File: config.mk
export PLATFORM = sky130hd
export DESIGN_NAME = averaged_temperature_seven_segment
export DESIGN_NICKNAME = d
export VERILOG_FILES = /design/src/hdl/atss_pkg.sv /design/src/hdl/atss_scale.sv /design/src/hdl/atss_cell.sv /design/src/hdl/atss_digits.sv /design/src/hdl/averaged_temperature_seven_segment.sv
export SDC_FILE = /design/constraint.sdc
export NUM_CORES = 2
export LEC_CHECK = 0
export ABC_AREA = 1
export ABC_CLOCK_PERIOD_IN_PS = 21400
export BUFFER_PORTS_ARGS = -buffer_cell sky130_fd_sc_hd__buf_2
export CAP_MARGIN = 20
export CORE_ASPECT_RATIO = 0.9
export CORE_UTILIZATION = 60
export DETAILED_ROUTE_END_ITERATION = 12
export HOLD_SLACK_MARGIN = 0.05
export PLACE_DENSITY = 0.77
export SKIP_CTS_REPAIR_TIMING = 1
export SYNTH_ARGS = -nofsm -noshare
export SYNTH_HDL_FRONTEND = slang
export SYNTH_HIERARCHICAL = 1
export SYNTH_SLANG_ARGS = --single-unit
File: constraint.sdc
create_clock -name clock -period 21.4 [get_ports clock]
set_input_delay 1.07 -clock clock [delete_from_list [all_inputs] [get_ports clock]]
set_output_delay 1.07 -clock clock [all_outputs]
set_load 0.03 [all_outputs]
File: src/hdl/atss_pkg.sv
package atss_pkg;

   localparam int SAMPLE_W = 10;
   localparam int SCALED_W = 12;
   localparam int AVG_W = 12;
   localparam int DIGIT_W = 4;
   localparam int SEG_W = 7;

   localparam int SCALED_MAX = 4000;
   localparam int SCALE_NUM = 400;
   localparam int ADC_FULL = 1023;
   localparam int DIGIT_BASE = 10;

   // Reciprocal of the converter full scale: floor(p * 1025 / 2^20) is
   // never above floor(p / 1023) and at most one below it.
   localparam int SCALE_PROD_W = 19;
   localparam int SCALE_QUOT_W = 9;
   localparam int SCALE_EST_W = 30;
   localparam int RECIP_FULL = 1025;
   localparam int RECIP_FULL_SHIFT = 20;

   // Exact division by ten for the ranges used in the digit split.
   localparam int RECIP_TEN_WIDE = 52429;
   localparam int RECIP_TEN_WIDE_SHIFT = 19;
   localparam int RECIP_TEN_WIDE_W = 28;
   localparam int RECIP_TEN_NARROW = 205;
   localparam int RECIP_TEN_NARROW_SHIFT = 11;
   localparam int RECIP_TEN_NARROW_W = 20;
   localparam int TENS_W = 9;
   localparam int HUNDREDS_W = 6;

   localparam logic [SEG_W-1:0] SEG_BLANK = 7'h7F;

   typedef logic [DIGIT_W-1:0] digit_type;
   typedef logic [SEG_W-1:0] segments_type;

   function automatic segments_type seg_pattern(input digit_type digit);
      segments_type pattern;
      case (digit)
         4'd0: pattern = 7'h40;
         4'd1: pattern = 7'h79;
         4'd2: pattern = 7'h24;
         4'd3: pattern = 7'h30;
         4'd4: pattern = 7'h19;
         4'd5: pattern = 7'h12;
         4'd6: pattern = 7'h02;
         4'd7: pattern = 7'h78;
         4'd8: pattern = 7'h00;
         4'd9: pattern = 7'h10;
         default: pattern = SEG_BLANK;
      endcase
      return pattern;
   endfunction

endpackage

File: src/hdl/atss_scale.sv
module atss_scale
   import atss_pkg::*;
(
   input  logic                clock,
   input  logic                reset,
   input  logic                en,
   input  logic                in_valid,
   input  logic [SAMPLE_W-1:0] sample,
   output logic                out_valid,
   output logic [SCALED_W-1:0] value
);

   logic [SCALE_PROD_W-1:0] prod_in, prod_ff;
   logic [SCALE_EST_W-1:0]  est_wide;
   logic [SCALE_QUOT_W-1:0] quot_in, quot_ff;
   logic                    stage1_valid_ff;
   logic [SCALE_PROD_W-1:0] rem;
   logic [SCALE_QUOT_W-1:0] quot_fixed;
   logic [SCALED_W-1:0]     value_in, value_ff;
   logic                    stage2_valid_ff;

   always_comb begin
      prod_in  = SCALE_PROD_W'(sample) * SCALE_PROD_W'(SCALE_NUM);
      est_wide = SCALE_EST_W'(prod_in) * SCALE_EST_W'(RECIP_FULL);
      quot_in  = est_wide[RECIP_FULL_SHIFT +: SCALE_QUOT_W];
   end

   always_comb begin
      rem        = prod_ff - SCALE_PROD_W'(quot_ff) * SCALE_PROD_W'(ADC_FULL);
      quot_fixed = quot_ff + SCALE_QUOT_W'(rem >= SCALE_PROD_W'(ADC_FULL));
      value_in   = SCALED_W'(quot_fixed) * SCALED_W'(DIGIT_BASE);
   end

   always_ff @(posedge clock) begin
      if (reset) begin
         stage1_valid_ff <= 1'b0;
         stage2_valid_ff <= 1'b0;
      end else if (en) begin
         stage1_valid_ff <= in_valid;
         stage2_valid_ff <= stage1_valid_ff;
      end
   end

   always_ff @(posedge clock) begin
      if (en) begin
         prod_ff  <= prod_in;
         quot_ff  <= quot_in;
         value_ff <= value_in;
      end
   end

   assign out_valid = stage2_valid_ff;
   assign value     = value_ff;

endmodule

File: src/hdl/atss_cell.sv
module atss_cell
   import atss_pkg::*;
(
   input  logic                clock,
   input  logic                reset,
   input  logic                shift_en,
   input  logic [SCALED_W-1:0] d_in,
   output logic [SCALED_W-1:0] d_out
);

   logic [SCALED_W-1:0] sample_ff;

   always_ff @(posedge clock) begin
      if (reset) begin
         sample_ff <= '0;
      end else if (shift_en) begin
         sample_ff <= d_in;
      end
   end

   assign d_out = sample_ff;

endmodule

File: src/hdl/atss_digits.sv
module atss_digits
   import atss_pkg::*;
(
   input  logic             clock,
   input  logic             reset,
   input  logic             en,
   input  logic             in_valid,
   input  logic [AVG_W-1:0] average,
   output logic             out_valid,
   output logic [AVG_W-1:0] out_average,
   output digit_type        tens_digit,
   output digit_type        units_digit,
   output digit_type        tenths_digit,
   output segments_type     tens_segments,
   output segments_type     units_segments,
   output segments_type     tenths_segments
);

   logic [RECIP_TEN_WIDE_W-1:0]   tens_prod;
   logic [TENS_W-1:0]             tens_in, tens6_ff, tens7_ff;
   logic [AVG_W-1:0]              avg6_ff, avg7_ff;
   logic                          valid6_ff, valid7_ff, valid8_ff;
   logic [RECIP_TEN_NARROW_W-1:0] hund_prod;
   logic [HUNDREDS_W-1:0]         hund_in, hund_ff;
   logic [AVG_W-1:0]              tenths_wide;
   digit_type                     tenths_in, tenths7_ff;
   logic [TENS_W-1:0]             units_wide;
   logic [RECIP_TEN_NARROW_W-1:0] thou_prod;
   logic [HUNDREDS_W-1:0]         thou;
   logic [HUNDREDS_W-1:0]         tens_wide;
   digit_type                     units_in, tens_digit_in;
   logic [AVG_W-1:0]              avg8_ff;
   digit_type                     tens8_ff, units8_ff, tenths8_ff;
   segments_type                  tens_seg_ff, units_seg_ff, tenths_seg_ff;

   always_comb begin
      tens_prod = RECIP_TEN_WIDE_W'(average) * RECIP_TEN_WIDE_W'(RECIP_TEN_WIDE);
      tens_in   = tens_prod[RECIP_TEN_WIDE_SHIFT +: TENS_W];
   end

   always_comb begin
      tenths_wide = avg6_ff - AVG_W'(tens6_ff) * AVG_W'(DIGIT_BASE);
      tenths_in   = tenths_wide[DIGIT_W-1:0];
      hund_prod   = RECIP_TEN_NARROW_W'(tens6_ff)
                    * RECIP_TEN_NARROW_W'(RECIP_TEN_NARROW);
      hund_in     = hund_prod[RECIP_TEN_NARROW_SHIFT +: HUNDREDS_W];
   end

   always_comb begin
      units_wide    = tens7_ff - TENS_W'(hund_ff) * TENS_W'(DIGIT_BASE);
      units_in      = units_wide[DIGIT_W-1:0];
      thou_prod     = RECIP_TEN_NARROW_W'(hund_ff)
                      * RECIP_TEN_NARROW_W'(RECIP_TEN_NARROW);
      thou          = thou_prod[RECIP_TEN_NARROW_SHIFT +: HUNDREDS_W];
      tens_wide     = hund_ff - thou * HUNDREDS_W'(DIGIT_BASE);
      tens_digit_in = tens_wide[DIGIT_W-1:0];
   end

   always_ff @(posedge clock) begin
      if (reset) begin
         valid6_ff <= 1'b0;
         valid7_ff <= 1'b0;
         valid8_ff <= 1'b0;
      end else if (en) begin
         valid6_ff <= in_valid;
         valid7_ff <= valid6_ff;
         valid8_ff <= valid7_ff;
      end
   end

   always_ff @(posedge clock) begin
      if (en) begin
         avg6_ff       <= average;
         tens6_ff      <= tens_in;
         avg7_ff       <= avg6_ff;
         tens7_ff      <= tens6_ff;
         hund_ff       <= hund_in;
         tenths7_ff    <= tenths_in;
         avg8_ff       <= avg7_ff;
         tens8_ff      <= tens_digit_in;
         units8_ff     <= units_in;
         tenths8_ff    <= tenths7_ff;
         tens_seg_ff   <= seg_pattern(tens_digit_in);
         units_seg_ff  <= seg_pattern(units_in);
         tenths_seg_ff <= seg_pattern(tenths7_ff);
      end
   end

   assign out_valid       = valid8_ff;
   assign out_average     = avg8_ff;
   assign tens_digit      = tens8_ff;
   assign units_digit     = units8_ff;
   assign tenths_digit    = tenths8_ff;
   assign tens_segments   = tens_seg_ff;
   assign units_segments  = units_seg_ff;
   assign tenths_segments = tenths_seg_ff;

endmodule

File: src/hdl/averaged_temperature_seven_segment.sv
// Averaged temperature display driver.
// The req channel carries one raw 10-bit converter sample per transaction.
// The rsp channel returns, for every accepted sample, the average of the
// last WINDOW_LEN scaled samples in tenths of a degree, its three decimal
// digits and their active-low seven-segment patterns (segments a..g on
// bits 0..6).
// A transaction completes on a rising edge with valid high and stall low.
// An accepted sample goes through the scale stages, the running total, the
// average estimate and correction and the digit stages before rsp shows it.
// Throughput is one sample per cycle unless rsp stalls; the whole pipeline
// advances together, and the window is a chain of cells that shifts once per
// accepted sample, so one running-total update per cycle sets the rate.
// While rsp_stall holds a waiting result, the pipeline freezes and req_stall
// rises in the same cycle, so nothing is lost or repeated.
// Synchronous reset empties the pipeline and clears the window and its
// total to zero, so the first WINDOW_LEN - 1 averages include zeros.
module averaged_temperature_seven_segment
   import atss_pkg::*;
#(
   parameter int WINDOW_LEN = 30
) (
   input  logic                clock,
   input  logic                reset,
   input  logic                req_valid,
   output logic                req_stall,
   input  logic [SAMPLE_W-1:0] req_adc_sample,
   output logic                rsp_valid,
   input  logic                rsp_stall,
   output logic [AVG_W-1:0]    rsp_average_tenths,
   output logic [DIGIT_W-1:0]  rsp_tens_digit,
   output logic [DIGIT_W-1:0]  rsp_units_digit,
   output logic [DIGIT_W-1:0]  rsp_tenths_digit,
   output logic [SEG_W-1:0]    rsp_tens_segments,
   output logic [SEG_W-1:0]    rsp_units_segments,
   output logic [SEG_W-1:0]    rsp_tenths_segments
);

   localparam int TOTAL_W = $clog2(WINDOW_LEN * SCALED_MAX + 1);
   localparam int AVG_PROD_W = 2 * TOTAL_W;
   localparam int AVG_RECIP = (2 ** TOTAL_W) / WINDOW_LEN;

   logic                  en;
   logic                  accept;
   logic                  scaled_valid;
   logic [SCALED_W-1:0]   scaled_value;
   logic                  shift_en;
   logic [SCALED_W-1:0]   tap [WINDOW_LEN];
   logic [SCALED_W-1:0]   oldest;
   logic [TOTAL_W-1:0]    total_in, total_ff;
   logic                  valid3_ff, valid4_ff, valid5_ff;
   logic [AVG_PROD_W-1:0] avg_prod;
   logic [AVG_W-1:0]      est_in, est_ff;
   logic [TOTAL_W-1:0]    total4_ff;
   logic [TOTAL_W-1:0]    avg_rem;
   logic [AVG_W-1:0]      avg_in, avg_ff;

   assign en        = !(rsp_valid && rsp_stall);
   assign req_stall = !en;
   assign accept    = req_valid && en;

   atss_scale u_scale (
      .clock     (clock),
      .reset     (reset),
      .en        (en),
      .in_valid  (accept),
      .sample    (req_adc_sample),
      .out_valid (scaled_valid),
      .value     (scaled_value)
   );

   assign shift_en = en && scaled_valid;

   for (genvar i = 0; i < WINDOW_LEN; i++) begin : g_window
      if (i == 0) begin : g_head
         atss_cell u_cell (
            .clock    (clock),
            .reset    (reset),
            .shift_en (shift_en),
            .d_in     (scaled_value),
            .d_out    (tap[i])
         );
      end else begin : g_body
         atss_cell u_cell (
            .clock    (clock),
            .reset    (reset),
            .shift_en (shift_en),
            .d_in     (tap[i-1]),
            .d_out    (tap[i])
         );
      end
   end

   assign oldest   = tap[WINDOW_LEN-1];
   assign total_in = total_ff + TOTAL_W'(scaled_value) - TOTAL_W'(oldest);

   always_comb begin
      avg_prod = AVG_PROD_W'(total_ff) * AVG_PROD_W'(AVG_RECIP);
      est_in   = avg_prod[TOTAL_W +: AVG_W];
   end

   always_comb begin
      avg_rem = total4_ff - TOTAL_W'(est_ff) * TOTAL_W'(WINDOW_LEN);
      avg_in  = est_ff + AVG_W'(avg_rem >= TOTAL_W'(WINDOW_LEN));
   end

   always_ff @(posedge clock) begin
      if (reset) begin
         total_ff  <= '0;
         valid3_ff <= 1'b0;
         valid4_ff <= 1'b0;
         valid5_ff <= 1'b0;
      end else if (en) begin
         if (scaled_valid) begin
            total_ff <= total_in;
         end
         valid3_ff <= scaled_valid;
         valid4_ff <= valid3_ff;
         valid5_ff <= valid4_ff;
      end
   end

   always_ff @(posedge clock) begin
      if (en) begin
         est_ff    <= est_in;
         total4_ff <= total_ff;
         avg_ff    <= avg_in;
      end
   end

   atss_digits u_digits (
      .clock           (clock),
      .reset           (reset),
      .en              (en),
      .in_valid        (valid5_ff),
      .average         (avg_ff),
      .out_valid       (rsp_valid),
      .out_average     (rsp_average_tenths),
      .tens_digit      (rsp_tens_digit),
      .units_digit     (rsp_units_digit),
      .tenths_digit    (rsp_tenths_digit),
      .tens_segments   (rsp_tens_segments),
      .units_segments  (rsp_units_segments),
      .tenths_segments (rsp_tenths_segments)
   );

endmodule
# --- Word level (Yosys, flattened, before mapping) ---
# Memories as Yosys holds them, arrays and structs flattened. A register that Yosys moved wholly into a read port is not among the register bits.
# Cells that the tools add are included.
word_totals:
  output_inout_bits: 47
  regBits: 502
  romBits: 336
  memories: 3
  word_cells: 90
classes:
  addsub: 9
  n_bitwise: 1
  n_mul: 12
  n_reduce_logical: 8
  order_cmp: 2
memory_table:
  columns: ["name", "depth", "word_bits", "read_ports", "rd_ports_with_merged_regs", "write_ports", "line_no", "text"]
  rows:
  - ["(no name shown)", 16, 7, 1, 1, 0, "atss_pkg.sv:39", "case (digit)"]
  - ["(no name shown)", 16, 7, 1, 1, 0, "atss_pkg.sv:39", null]
  - ["(no name shown)", 16, 7, 1, 1, 0, "atss_pkg.sv:39", null]
op_table:
  columns: ["operator", "count"]
  rows:
  - ["$mul A17 B13 Y29 const B", 1]
  - ["$mul A12 B16 Y28 const B", 1]
  - ["$mul A15 B11 Y25 const B", 1]
  - ["$ge A19 B10 Y1 const B", 1]
  - ["$mul A9 B10 Y19 const B", 1]
  - ["$sub A19 B19 Y19", 1]
  - ["$add A17 B12 Y17", 1]
  - ["$ge A17 B5 Y1 const B", 1]
  - ["$mul A9 B8 Y17 const B", 1]
  - ["$sub A17 B12 Y17", 1]
  - ["$sub A17 B17 Y17", 1]
  - ["$mul A12 B4 Y16 const B", 1]
  - ["$mul A10 B5 Y15 const B", 1]
  - ["$mul A6 B8 Y14 const B", 1]
  - ["$add A12 B1 Y12", 1]
  - ["$sub A4 B4 Y4", 3]
  - ["$mul A9 B3 Y11 const B", 1]
  - ["$add A9 B1 Y9", 1]
  - ["$mul A9 B3 Y3 const B", 1]
  - ["$mul A6 B3 Y3 const B", 1]
  - ["$logic_not A1 Y1", 4]
  - ["$logic_and A1 B1 Y1", 3]
  - ["$mul A3 B3 Y3 const B", 1]
  - ["$reduce_and A2 Y1", 1]
  - ["$not A1 Y1", 1]

# --- Depth between registers and ports, before layout ---
depth:
  depth_word: 5
  ltp_mapped: 37

# --- Hierarchy ---
# Netlist, hierarchy kept.
modules_own_cells:
  columns: ["mod", "area_each_um2", "instances", "seq_area_each_um2", "cells_per_inst"]
  rows:
  - ["atss_cell", 496.7, 30, 240.2, 76]
  - ["atss_digits", 8717.1, 1, 2762.6, 907]
  - ["averaged_temperature_seven_segment", 7746.2, 1, 1631.6, 989]
  - ["atss_scale", 6019.5, 1, 1091.0, 771]

# --- Worst setup path after synthesis ---
# OpenSTA, ideal clock, no wires.
synth_path:
  kind: "input port to flip-flop"
  start: "input rsp_stall"
  end: "register g_window[0].g_head.u_cell.sample_ff[10]"
  path_buffers: 2
  required_ns: 21.287
  setup_ns: 0.113
  path_stages: 8
  arrival_time_ns: 8.048
  slack_ns: 13.239
  path_cell_list: "nand2_1 -> nand2_1 -> inv_1 -> buf_2 -> buf_6 -> nand2_1 -> nand2_1 -> nor2_1"
synth_via:
  elab_chain_len: 3
synth_rtl:
  columns: ["item", "line_no", "text"]
  rows:
  - ["start, declared", "averaged_temperature_seven_segment.sv:28", "input logic rsp_stall,"]
  - ["$logic_and A1 B1 Y1", "averaged_temperature_seven_segment.sv:57", "assign en = !(rsp_valid && rsp_stall);"]
  - ["$logic_not A1 Y1", "averaged_temperature_seven_segment.sv:57", null]
  - ["$logic_and A1 B1 Y1", "averaged_temperature_seven_segment.sv:71", "assign shift_en = en && scaled_valid;"]
  - ["named net shift_en", "averaged_temperature_seven_segment.sv:46", "logic shift_en;"]
  - ["end signal, assigned", "atss_cell.sv:17", "sample_ff <= d_in;"]
  - ["end, declared", "atss_cell.sv:11", "logic [SCALED_W-1:0] sample_ff;"]
# The timed path passes the listed nets, and every way through them passes these cells.
# A chain may end at the register's enable or synchronous reset.

# --- Worst setup path after layout ---
layout_path:
  start: "register u_scale.quot_ff[6]"
  end: "register u_scale.value_ff[10] (netlist: u_scale/value[10]), data pin"
layout_via:
  elab_chain_len: 5
layout_rtl:
  columns: ["item", "line_no", "text"]
  rows:
  - ["start, declared", "atss_scale.sv:15", "logic [SCALE_QUOT_W-1:0] quot_in, quot_ff;"]
  - ["start signal, assigned", "atss_scale.sv:47", "quot_ff <= quot_in;"]
  - ["$mul A9 B10 Y19", "atss_scale.sv:29", "rem = prod_ff - SCALE_PROD_W'(quot_ff) * SCALE_PROD_W'(ADC_FULL);"]
  - ["$sub A19 B19 Y19", "atss_scale.sv:29", null]
  - ["$ge A19 B10 Y1", "atss_scale.sv:30", "quot_fixed = quot_ff + SCALE_QUOT_W'(rem >= SCALE_PROD_W'(ADC_FULL));"]
  - ["$add A9 B1 Y9 *", "atss_scale.sv:30", null]
  - ["$mul A9 B3 Y11 *", "atss_scale.sv:31", "value_in = SCALED_W'(quot_fixed) * SCALED_W'(DIGIT_BASE);"]
  - ["named net u_scale.value_in[10]", "atss_scale.sv:19", "logic [SCALED_W-1:0] value_in, value_ff;"]
  - ["end signal, assigned", "atss_scale.sv:48", "value_ff <= value_in;"]
  - ["end, declared", "atss_scale.sv:19", null]
# Mark *: on every way through the listed nets, which the timed path passes. The rest lies on a longest branch.

==> impl_results.md <==
* Fmax at 129 MHz
* Yosys reg bits at 551
* Synth warnings at 6
* Yosys top cell by area: dfxtp_1
* Most common cell after layout, fill and taps aside: nand2_1
* Synth Area in Adders at 0.225
* Synth top area cells: dfxtp_1 21%, ha_1 14%, edfxtp_1 13%, nand2_1 12%, inv_1 10%
* GR Overflow Total at 0
* Crit start category: register
* Max-slew headroom at 0.360
* Multiplexer share of the synthesized area at 0
* Max cap viols at 0
* 1st-pass router iterations at 6
* Clk sinks at 551
* H-tree depth at 2
* GRT Total Usage at 0.231
* Clock Tree Root: clkbuf_16
* Chip height at 239 um
* Area grow syn2layout at 6.65%
* Vias per Instance at 4.83
* Unrepaired setup endpoints after global routing: false
* Core box area at 61400 um^2
* Share of the synthesized area in the top cell type at 0.206
* DRC Markers at 0
* Final hold viol count at 0
* Port Buffers at 60
* Post-DP HPWL at 54700 um
* Design area at 39900 um^2
* Critical Path RT at 21770 ps
* Mapped Nets at 5535
* Status: finished, final reports clean
* Final wirelength at 71600 um
* Post-synth design cell area at 37400 um^2
* Critical path class: reg2reg
* Final Cycle Share at 0.362
* Arrival @ worst endpoint at 8130 ps
* Reg2Reg Depth at 32
* Initial drt markers at 1742
* Reg clk slew, reported paths at 60 ps
* EDFF count, synth at 166
* Worst-path fanout max at 6
* Post-synthesis compound-gate area fraction at 0.0394
* Layout cell share with drive strength beyond 1 at 0.0458
* Synth Area in XOR/XNOR at 0.0194
* Diode count at 0
* Final setup vio count at 0
* Worst-Margin Slew at 961 ps
* Vias in the first global route at 26685
* Post-synth ARST share at 0
* Hold path depth at 0
* Die ar. at 63300 um^2
* Number of CTS-inserted buffers at 57
* Most frequent cells in the layout: 1228 x nand2_1, 1024 x inv_1, 868 x nor2_1
* Num rows at 86
* Routed Antenna Nets at 0
* Tmin final at 7760 ps
* CP Capture Type: register
* Setup TNS at 0 ps
* Initial antenna violation count at 0
* Syn_area_per_cell at 7.56 um^2
* Synth Area in Simple Gates at 0.250
* Main combinational cell family by area after synthesis: simple AND/OR/NAND/NOR gates
* Post-place instance area at 38000 um^2
* First-pass GRT wire length at 123000 um
* Wirelength per Cell at 12.2 um
* Total Nets Final at 5566
* Clock skew at 21.0 ps
* Post-Syn Instances at 4947
* Final Max Slew Viols at 0
* Critical Path Slowest Stage Cell: fa_1
* Clock Latency Late Sink at 630 ps
* Sequential element share of the synthesized area at 0.340
* Crit-path max cell delay at 690 ps
* Netlist cell types at 52
* Largest net degree at the start of global routing at 260
* Placer Congestion at 0.895
* I/O pin total at 61
* Total number of vias at 28266
* Prevailing post-synth register cell: dfxtp_1
* Clock buffer depth at 3
* Die X-Extent at 265 um
* Hold Crit Class: reg2reg
* Initial Util at 0.608
* CTS tree: done
==> cells in the mapped netlist (all sizes together) (5+ instances only) <==
library cell,count
xor2,58
edfxtp,166
a21o,11
nor3,23
o21ai,73
ha,412
a31oi,9
nand3,131
inv,1032
or2,5
nand4,39
buf,93
nand2,1259
fa,162
nor2,877
a21oi,135
xnor2,24
o211ai,6
dfxtp,385
o21bai,16
nand3b,6
==> cells by family (layout without fill, tap and decap cells) <==
logic type / Yosys count / count (layout)
fa+ha+maj: 574 / 574
compound gates: 262 / 262
buf+inv: 1129 / 1203
other cells: 1 / 1
flops: 551 / 551
xor+xnor: 82 / 82
simple gates: 2348 / 2348
==> through the flow <==
stage                      util  worst slack, ps  hold WS, ps  cells
after floorplan               -            13240          400   4947
after global placement    0.618            13650          401   5755
after detailed placement  0.618            13650          405   5755
after CTS                 0.649            13610          417   5857
after global routing      0.649            13110          420   5857
final                     0.649            13640          418   5857
==> worst paths after layout <==
path	startpoint	endpoint	slack, ps
max reg2reg	u_scale/quot_ff[6]$_DFFE_PP_	u_scale/value[10]$_DFFE_PP_	13640
min	u_digits/avg6_ff[8]$_DFFE_PP_	u_digits/avg7_ff[8]$_DFFE_PP_	420
min reg2reg	u_digits/avg6_ff[8]$_DFFE_PP_	u_digits/avg7_ff[8]$_DFFE_PP_	420
max	u_scale/quot_ff[6]$_DFFE_PP_	u_scale/value[10]$_DFFE_PP_	13640
==> final cells by class <==
class	instances	area, um^2
tap	836	1050
multi-input combinational	3267	20000
timing repair buffer	68	373
clock inverter	20	214
inverter	1033	3880
sequential	551	12700
clock buffer	82	1690
fill	5320	21600
==> critical path: cells and delay by family (launching register included) <==
| family | cells | cell delay (ps) |
|---|---|---|
| fa+ha+maj | 10 | 4400 |
| compound gates | 4 | 900 |
| simple gates | 9 | 850 |
| buf+inv | 7 | 570 |
| flops | 1 | 510 |
| xor+xnor | 2 | 290 |
==> state kept, by name, summed over array words and instances, names as in the netlist, 11 cells and up <==
name / flops
avg_ff: 12
est_ff: 12
g_window.g_body.u_cell/d_out: 348
g_window.g_head.u_cell/d_out: 12
total4_ff: 17
total_ff: 17
u_digits/avg6_ff: 12
u_digits/avg7_ff: 12
u_digits/out_average: 12
u_scale/prod_ff: 15
u_scale/value: 11
==> per-layer routing <==
layer  share of wire  wire (um)  track usage  vias up
met5               0          0            0        -
met4           0.017       1190       0.0534        0
met3           0.038       2690       0.0285       80
met2            0.45      32500        0.382      398
met1            0.49      35200        0.322    12793
li1                -          -            -    14995
Power is not shown: default switching activity piles up to over one toggle a cycle in this logic, so the estimate is an artifact.
